**src/mcm3_pkg.sv**
```systemverilog
package mcm3_pkg;

	localparam int CHANNELS = 8;
	localparam int CHAN_W   = 3;
	localparam int RAW_W    = 12;
	localparam int SAMPLE_W = RAW_W + 1;
	localparam int CH_AW    = (CHANNELS > 1) ? $clog2(CHANNELS) : 1;

	localparam logic [RAW_W-1:0] OFFSET_RST = RAW_W'(12'h800);

	typedef logic signed [SAMPLE_W-1:0] sample_t;

	// Per-channel record held in the state memory.
	typedef struct packed {
		sample_t h0;    // newest sample
		sample_t h1;    // sample before that
		sample_t last;  // previous filtered value
	} chan_state_t;

	localparam int STATE_W = $bits(chan_state_t);

	typedef struct packed {
		chan_state_t nxt;
		logic        changed;
	} upd_res_t;

endpackage

```
**src/mcm3_ram.sv**
```systemverilog
module mcm3_ram #(
	parameter int WIDTH = 8,
	parameter int DEPTH = 8
) (
	input  logic                                   clk,
	input  logic                                   we,
	input  logic [((DEPTH > 1) ? $clog2(DEPTH) : 1)-1:0] waddr,
	input  logic [WIDTH-1:0]                       wdata,
	input  logic                                   re,
	input  logic [((DEPTH > 1) ? $clog2(DEPTH) : 1)-1:0] raddr,
	output logic [WIDTH-1:0]                       rdata
);

	logic [WIDTH-1:0] mem [DEPTH];

	always_ff @(posedge clk) begin
		if (we) begin
			mem[waddr] <= wdata;
		end
		if (re) begin
			rdata <= mem[raddr];
		end
	end

endmodule

```
**src/mcm3_update.sv**
```systemverilog
module mcm3_update (
	input  mcm3_pkg::sample_t     sample,
	input  mcm3_pkg::chan_state_t cur,
	output mcm3_pkg::upd_res_t    res
);
	import mcm3_pkg::*;

	sample_t lo_ab;
	sample_t hi_ab;
	sample_t lo_hc;
	sample_t med;

	// Median of the new sample and the two stored ones:
	// max(min(a, b), min(max(a, b), c)).
	always_comb begin
		lo_ab = (sample < cur.h0) ? sample : cur.h0;
		hi_ab = (sample > cur.h0) ? sample : cur.h0;
		lo_hc = (hi_ab < cur.h1) ? hi_ab : cur.h1;
		med   = (lo_ab > lo_hc) ? lo_ab : lo_hc;

		res.nxt.h0   = sample;
		res.nxt.h1   = cur.h0;
		res.nxt.last = med;
		res.changed  = (med != cur.last);
	end

endmodule

```
**src/multichannel_median3_filter.sv**
```systemverilog
// Channel   | Direction | Handshake          | Payload
// input     | in        | in_valid/in_stall  | channel, raw_sample
// output    | out       | out_valid/out_stall| channel_out, filtered_value, changed
// config    | in        | cfg_wr_en          | cfg_wr_data (offset)
//
// Unless stalled, one item per cycle is taken; it passes stage 1 and the output register.
// The per-channel state lives in a RAM with a registered read; a register holding
// the last write forwards it when back-to-back items hit the same channel.
// Reset clears per-channel valid bits, so no clearing pass is needed.
// A stall on a waiting result holds the pipeline and, while stage 1 holds an item,
// raises in_stall in the same cycle.
module multichannel_median3_filter (
	input  logic                         clk,
	input  logic                         arst_n,
	input  logic                         cfg_wr_en,
	input  logic [mcm3_pkg::RAW_W-1:0]   cfg_wr_data,
	input  logic                         in_valid,
	output logic                         in_stall,
	input  logic [mcm3_pkg::CHAN_W-1:0]  channel,
	input  logic [mcm3_pkg::RAW_W-1:0]   raw_sample,
	output logic                         out_valid,
	input  logic                         out_stall,
	output logic [mcm3_pkg::CHAN_W-1:0]  channel_out,
	output mcm3_pkg::sample_t            filtered_value,
	output logic                         changed
);
	import mcm3_pkg::*;

	logic [RAW_W-1:0]    offset_q;

	logic                valid_s1;
	logic                in_range_s1;
	logic [CHAN_W-1:0]   chan_s1;
	logic [CH_AW-1:0]    addr_s1;
	sample_t             sample_s1;

	logic [CHANNELS-1:0] entry_valid_q;
	logic                wr_en_q;
	logic [CH_AW-1:0]    wr_addr_q;
	chan_state_t         wr_data_q;

	logic                out_valid_q;
	logic [CHAN_W-1:0]   chan_out_q;
	sample_t             filt_q;
	logic                changed_q;

	logic                in_accept;
	logic                advance;
	logic                mem_we;
	logic [CH_AW-1:0]    rd_addr;
	logic [STATE_W-1:0]  rd_data;
	chan_state_t         cur_state;
	upd_res_t            upd;
	sample_t             sample_in;

	assign advance   = !out_valid_q || !out_stall;
	assign in_stall  = valid_s1 && !advance;
	assign in_accept = in_valid && !in_stall;
	assign rd_addr   = CH_AW'(channel);
	assign sample_in = sample_t'({1'b0, offset_q}) - sample_t'({1'b0, raw_sample});
	assign mem_we    = valid_s1 && advance && in_range_s1;

	always_ff @(posedge clk or negedge arst_n) begin
		if (!arst_n) begin
			offset_q <= OFFSET_RST;
		end else if (cfg_wr_en) begin
			offset_q <= cfg_wr_data;
		end
	end

	mcm3_ram #(
		.WIDTH(STATE_W),
		.DEPTH(CHANNELS)
	) u_state_ram (
		.clk  (clk),
		.we   (mem_we),
		.waddr(addr_s1),
		.wdata(upd.nxt),
		.re   (in_accept),
		.raddr(rd_addr),
		.rdata(rd_data)
	);

	// Stage 1 control
	always_ff @(posedge clk or negedge arst_n) begin
		if (!arst_n) begin
			valid_s1 <= 1'b0;
		end else if (!in_stall) begin
			valid_s1 <= in_valid;
		end
	end

	always_ff @(posedge clk) begin
		if (in_accept) begin
			chan_s1     <= channel;
			addr_s1     <= rd_addr;
			in_range_s1 <= (32'(channel) < CHANNELS);
			sample_s1   <= sample_in;
		end
	end

	// The RAM read issued with an item misses the write made on the same edge,
	// so the last write is kept and used when the channel matches.
	always_comb begin
		if (wr_en_q && (wr_addr_q == addr_s1)) begin
			cur_state = wr_data_q;
		end else if (in_range_s1 && entry_valid_q[addr_s1]) begin
			cur_state = chan_state_t'(rd_data);
		end else begin
			cur_state = '0;
		end
	end

	mcm3_update u_update (
		.sample(sample_s1),
		.cur   (cur_state),
		.res   (upd)
	);

	always_ff @(posedge clk or negedge arst_n) begin
		if (!arst_n) begin
			entry_valid_q <= '0;
			wr_en_q       <= 1'b0;
		end else if (mem_we) begin
			entry_valid_q[addr_s1] <= 1'b1;
			wr_en_q                <= 1'b1;
		end
	end

	always_ff @(posedge clk) begin
		if (mem_we) begin
			wr_addr_q <= addr_s1;
			wr_data_q <= upd.nxt;
		end
	end

	// Output register
	always_ff @(posedge clk or negedge arst_n) begin
		if (!arst_n) begin
			out_valid_q <= 1'b0;
		end else if (advance) begin
			out_valid_q <= valid_s1;
		end
	end

	always_ff @(posedge clk) begin
		if (valid_s1 && advance) begin
			chan_out_q <= chan_s1;
			filt_q     <= in_range_s1 ? upd.nxt.last : '0;
			changed_q  <= in_range_s1 && upd.changed;
		end
	end

	assign out_valid      = out_valid_q;
	assign channel_out    = chan_out_q;
	assign filtered_value = filt_q;
	assign changed        = changed_q;

endmodule

```
**config.mk**
```make
export PLATFORM = sky130hd
export DESIGN_NAME = multichannel_median3_filter
export DESIGN_NICKNAME = d
export VERILOG_FILES = /design/src/mcm3_pkg.sv /design/src/mcm3_ram.sv /design/src/mcm3_update.sv /design/src/multichannel_median3_filter.sv
export SDC_FILE = /design/constraint.sdc
export NUM_CORES = 1
export LEC_CHECK = 0
export BUFFER_PORTS_ARGS = -buffer_cell sky130_fd_sc_hd__clkbuf_2
export CAP_MARGIN = 20
export CELL_PAD_IN_SITES_DETAIL_PLACEMENT = 0
export CELL_PAD_IN_SITES_GLOBAL_PLACEMENT = 1
export CORE_MARGIN = 2
export CORE_UTILIZATION = 35
export CTS_BUF_LIST = sky130_fd_sc_hd__clkbuf_8
export CTS_CLUSTER_DIAMETER = 30
export DETAILED_ROUTE_END_ITERATION = 7
export PLACE_DENSITY_LB_ADDON = 0.3
export SLEW_MARGIN = 20
export SYNTH_ARGS = -nofsm -noshare
export SYNTH_HDL_FRONTEND = slang
export SYNTH_HIERARCHICAL = 1
export SYNTH_SLANG_ARGS = --single-unit
```
**constraint.sdc**
```tcl
create_clock -name clk -period 22.6 [get_ports clk]
set_input_delay 3.39 -clock clk [delete_from_list [all_inputs] [get_ports clk]]
set_output_delay 3.39 -clock clk [all_outputs]
set_load 0.05 [all_outputs]
```
; Word-level counts from Yosys, hierarchy flattened
; Memory sizes are Yosys's and may differ from the RTL's. A register that Yosys moved wholly into a read port is not among the register bits.
; Index checks and enable logic that the tools add are counted.
[totals]
latch_bits = 0
regBits = 82
mem_bits_rw = 312
in_bits = 32
output_inout_bits = 19
elab_cells = 45
n_memories = 1
rom_bits = 0
[memory_table]
columns = name, words, word_bits, read_ports, rd_ports_with_merged_regs, wr, line
row1 = u_state_ram.mem, 8, 39, 1, 1, 1, mcm3_ram.sv:14  ; logic [WIDTH-1:0] mem [DEPTH];
[op_classes]
muxes = 12
magnitude_cmp = 6
bitwise_logic = 1
eq_ne = 2
shift = 0
n_reduce_logical = 10
multipliers = 0
n_addsub = 1
n_div = 0
[op_table]
columns = cell, n
row1 = $mux 39, 2
row2 = $mux 13, 4
row3 = $gt 13x13->1, 2
row4 = $lt 13x13->1, 2
row5 = $ne 13x13->1, 1
row6 = $sub 12x12->13, 1
row7 = $or 8x8->8, 1
row8 = $logic_and 1x1->1, 5
row9 = $logic_not 1->1, 4
row10 = $lt 3x4->1 const B, 1
row11 = $mux 1, 4
row12 = $bmux 1 s3, 1
row13 = $demux 1 s3, 1
row14 = $eq 3x3->1, 1
row15 = $ge 3x1->1 const B, 1
row16 = $logic_or 1x1->1, 1

; Longest topological paths before layout
; Gate-level depths: netlist of the first run.
[logic_depth]
depth_word = 11
mapped_depth = 39
depth_no_buf = 31

; By module
; Netlist of the first run, hierarchy kept.
[by_module_without_submodules]
columns = module, instances, cells_per_inst, seq_area_each_um2, area_per_inst_um2
row1 = mcm3_ram, 1, 503, 10540.1, 13020.0
row2 = multichannel_median3_filter, 1, 368, 2348.5, 4013.8
row3 = mcm3_update, 1, 289, 0.0, 2197.1

; Least setup slack after synthesis of the first run
; OpenSTA, ideal clock, no wires.
[synth_path]
path_type = reg-to-reg
startpoint = register channel_out[0] (netlist name)
endpoint = register changed_q, in the netlist changed, data pin
stages_incl_launch_ff = 38
arrival_time_ns = 8.149
synth_period_minus_slack_ns = 8.420
t_required_ns = 22.329
path_slack_ns = 14.180
path_buffers = 8
setup_time_ns = 0.271
path_cell_list = edfxtp_1 xnor2_1 and4_1 clkbuf_1 buf_2 buf_2 nor2_1 nor3_1 inv_1 ha_1 a21o_1 a2111oi_4 o22ai_1 o21ba_1 buf_6 buf_2 mux2_2 ha_1 [... 2 more ...] a211oi_1 nand2_1 a2111oi_4 buf_4 nor3_1 or2_2 ha_1 nor2b_1 o21a_1 o21ai_0 a211oi_1 o41a_1 buf_2 clkbuf_1 o31ai_1 xor2_1 nor2_1 nand4_1
[synth_rtl]
columns = item, line
row1 = to (signal assigned), multichannel_median3_filter.sv:150  ; changed_q <= in_range_s1 && upd.changed;
row2 = to (decl), multichannel_median3_filter.sv:45  ; logic changed_q;

==> flow_summary.yaml, run 1 <==
power_and_ir_drop:
  ir_worst_vdd_v: 0.000119
  power.total_mw: 2.90
  p_int_mw: 1.94
  switching_share_pct: 33.0
  leakagePower_nw: 7.83
  power_switching_mw: 0.956
  p_seq_share_pct: 40.3
  pwr-share-clk_pct: 31.5
  combPwrFrac_pct: 28.2
  powerDensity_mw_per_mm2: 131
setup_path:
  worst-r2r-cell-count: 31
  worst_setup_path_end_kind: "register"
  r2r-end: "changed"
  worstSetupEndpoint: "changed"
  startpoint: "addr_s1[1]"
  worstPathArrival_ns: 10.66
  timing.rr.start: "addr_s1[1]"
  max_stage_delay_ns: 0.79
  critPathKind: "register to register"
  cpLargestDelayFamily: "compound AO/OA/AOI/OAI gates"
  crit_fanout: 40
  crit_buf_inv: 4
  crit_slowest_cell: "o31ai_2"
  crit_path_start_kind: "register"
  required_ns: 22.97
  r2r_slack_ns: 12.31
  cp.depth: 31
place:
  io_buffers: 50
  dp.cells: 1849
  pre_cts_ws_ns: 11.98
  place_hpwl_um: 22700
  place.gp.congestion: 0.752
cts:
  cts-root-buf: "clkbuf_8"
  clockBufferDepth: 3
  htree_levels: 3
  clock-sinks: 433
  clk_latency_ns: 0.67
  cts_resized: 0
  clkTransAtPathRegs_ns: 0.06
  cts_setup_buffers: 0
  cts_hold_buf: 0
  cts_tree: "yes"
  cts_buffers: 97
grt:
  grt_overflow: 0
  grt_usage_pct: 15.0
  grt_pass1_wl_um: 63500
  antenna_found_initial: 1
  grt_pass1_vias: 10500
  grt_max_degree: 56
timing:
  fin_crit_ns: 10.29
  finalCritPeriodShare_pct: 45.5
  maxSlewHeadroom_pct: 28.8
  tightest_slew_ns: 1.06
  rsz0062_at_grt: "no"
  slew_viol_final: 0
  skew_ns: 0.0354
  final.setup.tns_ns: 0
  worst_slack_ns: 12.31
  setup_violations: 0
  hold_viol: 0
  clock.fmax_mhz: 97.1
floorplan:
  coreArea_mm2: 0.0540
  dieArea_mm2: 0.0568
  io_pins: 51
  dieHeight_um: 238
  chipWidth_um: 238
  initial_utilization_pct: 35.6
  rows: 85
finish:
  syn2layout_area_growth_pct: 15.3
  nets: 1335
  final_cells: 2026
  drive_above_1_share_pct: 32.6
  num_antenna_cells: 0
  fin_util_pct: 41.0
logic_synthesis:
  async_flop_share_pct: 5.31
  ys_seq_area_share_pct: 67.0
  postSynthCellCount: 1160
  syn_avg_cell_area_um2: 16.6
  syn-num-nets: 1243
  synth-edff-count: 410
  synth.distinct_cells: 64
  synthTopCellsByCount: "edfxtp_1 (410), nor2_1 (106), mux4_2 (78), nor3_1 (56), inv_1 (55)"
  ys.flop_type: "edfxtp_1"
  synth_largest_area_cell: "edfxtp_1"
  yosysTopAreaCellShare_pct: 64.0
  synthTopCellsByArea: "edfxtp_1 (64%), mux4_2 (9.1%), ha_1 (3.3%), mux2_2 (3.0%), dfrtp_1 (2.9%)"
  yosysMostFrequentCell: "edfxtp_1"
  ys_ff_latch: 433
  netlist_area_mm2: 0.0192
  synth-warning-count: 6
job:
  drv_cap: 0
hold_path:
  holdCritPathClass: "register to register"
detailed_routing:
  first_pass_iters: 5
  drc_errors: 0
  routed_wl_um: 41900
  final_antenna_net_count: 0
  drtIter0Drc: 626
  routed_via_density: 4.98
  via_count: 10100
  post_drt_wl_per_cell_um: 20.7
run_status:
  run_status: "finished, final reports clean"
-- worst min path at each step --
stage                     startpoint               end  slack, ns  cells past startpoint
detailed placement  entry_valid_q[5]  entry_valid_q[5]       0.45                      1
floorplan           entry_valid_q[0]  entry_valid_q[0]       0.43                      1
global placement    entry_valid_q[5]  entry_valid_q[5]       0.44                      1
CTS                 entry_valid_q[5]  entry_valid_q[5]       0.46                      1
global route        entry_valid_q[1]  entry_valid_q[1]       0.47                      1
finish              entry_valid_q[5]  entry_valid_q[5]       0.46                      1
-- power by group through the flow --
stage	logic (mW)	registers (mW)	clock network, mW
detailed placement	0.821	1.19	0
finish	0.819	1.17	0.913
global route	0.904	1.18	0.974
global placement	0.812	1.18	0
CTS	0.826	1.17	0.936
floorplan	0.612	1.17	0
-- worst reg2reg max path: cells and delay by family (launching register included) --
| kind | cells | cell delay, ns |
|---|---|---|
| simple gates | 9 | 2.29 |
| flops | 1 | 0.60 |
| compound gates | 12 | 4.14 |
| buf+inv | 4 | 1.12 |
| fa+ha+maj | 3 | 0.97 |
| mux | 1 | 0.43 |
| xor+xnor | 2 | 0.46 |
-- metal layers --
layer  vias to the layer above  global-route usage (%)  routed length, µm
met1                      5098                    19.5              18400
met5                         -                       0                  0
met2                       247                    25.0              20700
li1                       4676                       -                  -
met4                         0                    4.66                733
met3                        67                    3.64               1990
-- registers in the layout, indices dropped and copies added, names as in the netlist --
signal,flops
addr_s1,3
wr_data_q,26
valid_s1,1
out_valid,1
channel_out,3
filtered_value,13
u_state_ram/rdata,39
sample_s1,13
wr_en_q,1
changed,1
u_state_ram/mem,312
offset_q,12
entry_valid_q,8
-- layout make-up --
type	count	area [µm²]
clock inverters	78	717
fillers	4926	31900
repair buffers	81	488
clock buffers	99	1360
multi-input cells	584	5640
flip-flops and latches	433	12900
inverters	55	206
well taps	696	871
-- kinds of logic after synthesis --
group	count (synthesis)	share of synthesized area (%)
buffers and inverters	143	4.13
flip-flops	433	67.0
AO/OA/AOI/OAI	107	4.44
XOR/XNOR	21	0.956
multiplexers	155	14.0
adder cells (fa/ha/maj)	51	3.36
AND/OR/NAND/NOR	250	6.10
-- layout by cell type (no fill, tap or decap), types with 12 or more instances in the layout --
cell type / instances
a21o_1: 14
a21oi_1: 15
buf_4: 33
clkbuf_2: 48
clkbuf_8: 99
clkinv_2: 18
clkinvlp_4: 12
dfrtp_1: 22
edfxtp_1: 410
ha_1: 50
inv_1: 69
mux2_2: 51
mux2_4: 20
mux4_2: 78
nand2_1: 27
nor2_1: 100
nor3_1: 49
o21ai_0: 14
xor2_1: 13
-- metrics by stage --
| stage | cell area, µm² | hold WS, ns |
|---|---|---|
| final | 22200 | 0.457 |
| after global routing | 22200 | 0.474 |
| after CTS | 22200 | 0.461 |
| after detailed placement | 20100 | 0.448 |
| after global placement | 20100 | 0.438 |
| after floorplan | 19200 | 0.427 |
Power figures use the tool's default switching activity.
==> inputs of run 2 (changes only) <==
- clock period: 22.6 -> 8.5 ns (I/O delays scaled with it)
==> run 2 against run 1 <==
Global-route usage rose by 0.24 points. Sequential share of layout area fell by 0.32 points. Die area is the same. Critical endpoint unchanged.
==> flow_summary.yaml, run 2 (synthesized netlist as in run 1, its figures left out) <==
cts:
  clock-sinks: 433
  cts_hold_buf: 0
  clockBufferDepth: 3
  cts_tree: "yes"
  cts_buffers: 94
  cts-root-buf: "clkbuf_8"
  htree_levels: 3
  clkTransAtPathRegs_ns: 0.05
  clk_latency_ns: 0.67
timing:
  holdWs_ns: 0.453
  clock.fmax_mhz: 126
  worst_slack_ns: 0.549
  skew_ns: 0.0439
  fin_crit_ns: 7.95
  tightest_slew_ns: 1.00
  hold_viol: 0
  setup_violations: 0
  finalCritPeriodShare_pct: 93.5
  slew_viol_final: 0
  maxSlewHeadroom_pct: 33.2
  rsz0062_at_grt: "no"
floorplan:
  dieHeight_um: 238
  dieArea_mm2: 0.0568
  chipWidth_um: 238
  io_pins: 51
  initial_utilization_pct: 35.6
  coreArea_mm2: 0.0540
  rows: 85
detailed_routing:
  met3_length_um: 1880
  drtIter0Drc: 697
  highest_layer: "met4"
  wl_met1_um: 18800
  dr_wl_met2_um: 20600
  post_drt_wl_per_cell_um: 20.5
  final_antenna_net_count: 0
  routed_wl_um: 42000
  first_pass_iters: 5
  routed_via_density: 5.00
  via_count: 10200
  drc_errors: 0
finish:
  n_fill_cell: 4932
  top_regs: "u_state_ram/mem (312), u_state_ram/rdata (39), wr_data_q (26)"
  syn2layout_area_growth_pct: 15.9
  final_common_cell: "edfxtp_1"
  top_register: "u_state_ram/mem"
  drive_above_1_share_pct: 32.9
  mostFrequentLayoutCells: "edfxtp_1 (410), nor2_1 (100), clkbuf_8 (94)"
  num_antenna_cells: 0
  nets: 1362
  largest_reg_flops: 312
  register_area_mm2: 0.0129
  multiInputGateArea_mm2: 0.00571
setup_path:
  worst_setup_path_end_kind: "register"
  crit_slowest_cell: "o41a_4"
  crit_fanout: 22
  worstPathArrival_ns: 8.35
  critPathKind: "register to register"
  crit_top_cell: "ha_1"
  max_stage_delay_ns: 0.55
  crit_path_start_kind: "register"
  required_ns: 8.90
place:
  place.gp.congestion: 0.821
  pre_cts_ws_ns: -0.341
  io_buffers: 50
  place_hpwl_um: 24900
grt:
  grt_pass1_vias: 10700
  grt_max_degree: 56
  grt_overflow: 0
  grt_pass1_wl_um: 64700
  grt_usage_pct: 15.3
  antenna_found_initial: 0
hold_path:
  holdCritPathClass: "register to register"
run_status:
  run_status: "finished, final reports clean"
job:
  drv_cap: 0
power_and_ir_drop:
  powerDensity_mw_per_mm2: 353
  ir_worst_vdd_v: 0.000187
  leakagePower_nw: 7.88
-- run 2: cell count changes in the layout (fill, tap and decap cells not counted), moves of 5 or more --
cell	change
clkinv_1	+11
o31ai_4	+6
clkbuf_8	-5
buf_4	+28
clkinv_2	-8
clkinv_4	-9
o31ai_2	-5
-- run 2: routing by layer --
metal / up-vias / track usage [%]
li1: 4721 / -
met1: 5217 / 19.6
met2: 246 / 25.8
met3: 56 / 3.60
met4: 0 / 4.43
met5: - / 0
-- run 2: cell type report --
class,instances,share of cell area (%)
Timing Repair Buffer,111,3.23
Sequential cell,433,57.8
Clock inverter,74,2.74
Inverter,55,0.926
Tap cell,696,3.91
Clock buffer,94,5.80
Multi-Input combinational cell,584,25.6
-- run 2: worst max-delay path, delay by kind of cell, from the launching register on --
kind,cells,cell delay (ns)
DFF,1,0.41
xor gates and xnor gates,2,0.38
and+or+nand+nor,9,1.89
adders and majority gates,3,0.89
AOI/OAI and AO/OA,12,3.13
muxes,1,0.30
buffers and inverters,4,0.68
-- run 2: final timing paths --
check	from	to	slack (ns)	depth (start not counted)
max in group asynchronous	arst_n	entry_valid_q[5]	7.42	1
min in group asynchronous	arst_n	offset_q[6]	0.64	1
worst max-delay path	addr_s1[1]	changed	0.55	31
worst max register to register	addr_s1[1]	changed	0.55	31
worst min register to register	entry_valid_q[3]	entry_valid_q[3]	0.45	1
worst min-delay path	entry_valid_q[3]	entry_valid_q[3]	0.45	1
-- run 2: power by group --
group          internal [mW]  leakage, nW  switching, mW
registers               3.01         4.03         0.0905
logic                  0.948         2.87           1.58
clock network           1.31        0.981          0.924
total                   5.27         7.88           2.59
-- run 2: stage by stage --
step	power, mW	std cells	setup TNS (ns)	util, %	cell area, µm²
6_report	7.86	2047	0	41.3	22300
5_1_grt	8.31	2047	0	41.3	22300
3_5_place_dp	5.51	1877	-0.341	37.5	20300
4_1_cts	7.84	2045	0	41.1	22200
3_3_place_gp	5.47	1877	-0.166	37.5	20300
2_1_floorplan	4.73	1160	0	-	19200
-- run 2: repair_timing --
item	CTS	global route
gates resized for setup	4	12
hold endpoints to repair	0	0
pin swaps	0	2
endpoints found under the setup margin	1	64
buffers inserted	0	2
==> inputs of run 3 (changes only) <==
- SYNTH_HIERARCHICAL: 1 -> default
- TNS_END_PERCENT: default -> 100
==> run 3 against run 2 <==
Global-route usage rose by 1.4 points. Via count rose by 5.2%. Worst setup slack worse by 0.49 ns. Routed wire length grew 9.1%. Power up 7.4%. Sequential power down 2%. Die area is 1.5% lower. Register-to-register slack worse by 0.49 ns. Critical path depth grew 6. Final area up 4.9%. Fmax is 5.8% lower. Hold slack better by 0.0075 ns. Critical path type unchanged. Critical endpoint unchanged.
==> flow_summary.yaml, run 3 <==
grt:
  use_met1_pct: 21.9
  busiest_layer: "met2"
  grt_overflow: 0
  grt_pass1_wl_um: 69700
  grt_usage_pct: 16.7
  grt_max_degree: 56
  grtUsageMet2_pct: 27.2
  grtUsageMet3_pct: 3.89
  grt_pass1_vias: 11600
  antenna_found_initial: 0
logic_synthesis:
  syn_avg_cell_area_um2: 17.1
  ys_ff_latch: 433
  synthTopCellsByCount: "edfxtp_1 (410), mux4_2 (79), mux2_2 (56), inv_1 (52), ha_1 (45)"
  ys_seq_area_share_pct: 68.1
  synth-warning-count: 0
  syn-num-nets: 1188
  synth_largest_area_cell: "edfxtp_1"
  async_flop_share_pct: 5.31
  yosysTopAreaCellShare_pct: 65.0
  synthTopCellsByArea: "edfxtp_1 (65%), mux4_2 (9.4%), mux2_2 (3.3%), ha_1 (3.0%), dfrtp_1 (2.9%)"
  yosysMostFrequentCell: "edfxtp_1"
  synth.distinct_cells: 78
  postSynthCellCount: 1110
  synth-edff-count: 410
  ys.flop_type: "edfxtp_1"
  netlist_area_mm2: 0.0189
floorplan:
  io_pins: 51
  coreArea_mm2: 0.0536
  dieArea_mm2: 0.0560
  rows: 85
  initial_utilization_pct: 35.3
  dieHeight_um: 237
  chipWidth_um: 237
setup_path:
  worst-r2r-cell-count: 37
  crit_path_start_kind: "register"
  crit_slowest_cell: "or4b_1"
  timing.rr.start: "addr_s1[1]"
  crit_fanout: 15
  critPathKind: "register to register"
  crit_top_cell: "a21o_1"
  max_stage_delay_ns: 0.55
  worstPathArrival_ns: 8.82
  required_ns: 8.88
  worst_setup_path_end_kind: "register"
  r2r-end: "changed"
  r2r_slack_ns: 0.06
timing:
  holdWs_ns: 0.460
  maxSlewHeadroom_pct: 37.8
  tightest_slew_ns: 0.933
  rsz0062_at_grt: "yes"
  setup_violations: 0
  fin_crit_ns: 8.44
  finalCritPeriodShare_pct: 99.3
  clock.fmax_mhz: 118
  hold_viol: 0
  slew_viol_final: 0
  skew_ns: 0.0200
finish:
  num_antenna_cells: 0
  largest_reg_flops: 312
  fin_util_pct: 43.6
  drive_above_1_share_pct: 39.4
  final_common_cell: "edfxtp_1"
  top_regs: "u_state_ram.mem (312), u_state_ram.rdata (39), wr_data_q (26)"
  nets: 1404
  syn2layout_area_growth_pct: 23.6
  mostFrequentLayoutCells: "edfxtp_1 (410), buf_4 (125), clkbuf_8 (93)"
  top_register: "u_state_ram.mem"
hold_path:
  min_to: "entry_valid_q[6]"
  min-delay-start: "entry_valid_q[6]"
  holdCritPathClass: "register to register"
  hold-path-cell-count: 1
power_and_ir_drop:
  power_switching_mw: 2.77
  p_seq_share_pct: 36.0
  ir_worst_vdd_v: 0.000202
  switching_share_pct: 32.8
  pwr-share-clk_pct: 29.2
  powerDensity_mw_per_mm2: 361
  p_int_mw: 5.68
  leakagePower_nw: 8.46
  combPwrFrac_pct: 34.9
job:
  drv_cap: 0
cts:
  cts-root-buf: "clkbuf_8"
  clkTransAtPathRegs_ns: 0.06
  cts_hold_buf: 0
  cts_buffers: 91
  clock-sinks: 433
  htree_levels: 3
  cts_tree: "yes"
  clk_latency_ns: 0.67
  clockBufferDepth: 3
detailed_routing:
  routed_wl_um: 45800
  final_antenna_net_count: 0
  drtIter0Drc: 703
  via_count: 10800
  post_drt_wl_per_cell_um: 21.8
  routed_via_density: 5.13
  drc_errors: 0
  first_pass_iters: 5
run_status:
  run_status: "finished, final reports clean"
place:
  place_hpwl_um: 28800
  place.gp.congestion: 0.898
  io_buffers: 50
## run 3: metal layers
metal	wire length, µm	share of wire [%]
met4	1110	2.4
met2	22000	48
met1	20300	44
met3	2310	5.0
met5	0	0
## run 3: layout make-up
type / count / area [µm²]
clock buffer: 93 / 1280
clock inverter: 77 / 798
fill: 4853 / 30200
inverter: 52 / 195
multi-input combinational: 567 / 6090
sequential: 433 / 12900
tap: 696 / 871
timing repair buffer: 181 / 1270
## run 3: timing repair
action | in CTS | in global routing
pin swaps | 21 | 32
buffers inserted | 5 | 8
gates cloned | 0 | 1
resized for setup | 32 | 40
hold endpoints to repair | 0 | 0
endpoints found under the setup margin | 19 | 55
## run 3: power by group through the flow
stage	logic (mW)	clock network (mW)	registers, mW
final	2.94	2.46	3.04
after global routing	3.19	2.64	3.06
after CTS	2.83	2.53	3.04
after detailed placement	2.66	0	3.08
after global placement	2.64	0	3.07
after floorplan	1.62	0	3.05
## run 3: cells by family (layout without fill, tap and decap cells)
kind of cell / count (synthesis) / count (layout) / share of synthesized area (%)
flip-flops: 433 / 433 / 68.1
AO/OA/AOI/OAI: 184 / 184 / 7.22
AND/OR/NAND/NOR: 164 / 164 / 4.40
multiplexers: 154 / 154 / 13.7
buffers and inverters: 110 / 403 / 2.59
adder cells (fa/ha/maj): 46 / 46 / 3.08
XOR/XNOR: 19 / 19 / 0.879
## run 3: worst max path at each step
stage / from / end / slack [ns] / cells past startpoint
6_report: addr_s1[1] / changed / 0.06 / 37
5_1_grt: addr_s1[1] / changed / -0.31 / 38
4_1_cts: addr_s1[1] / changed / 0.002 / 41
3_5_place_dp: addr_s1[1] / changed / -0.41 / 39
3_3_place_gp: addr_s1[1] / changed / -0.29 / 39
2_1_floorplan: channel_out[1] / changed / 0.001 / 43
## run 3: per-stage QoR
step / power (mW) / setup TNS [ns] / area [µm²] / setup WS (ns) / std cells
2_1_floorplan: 4.67 / 0 / 19100 / 0.00106 / 1110
3_3_place_gp: 5.71 / -0.287 / 20800 / -0.287 / 1915
3_5_place_dp: 5.74 / -0.867 / 20800 / -0.412 / 1915
4_1_cts: 8.40 / 0 / 23100 / 0.00208 / 2090
5_1_grt: 8.89 / -0.314 / 23400 / -0.314 / 2099
6_report: 8.44 / 0 / 23400 / 0.0567 / 2099
## run 3: critical path, delay by kind of cell, from the launching register on
| kind | cells | cell delay (ns) |
|---|---|---|
| multiplexers | 2 | 0.84 |
| buffers and inverters | 5 | 0.71 |
| AND/OR/NAND/NOR | 10 | 1.97 |
| AO/OA/AOI/OAI | 17 | 3.43 |
| flip-flops | 1 | 0.45 |
| adder cells (fa/ha/maj) | 3 | 0.72 |
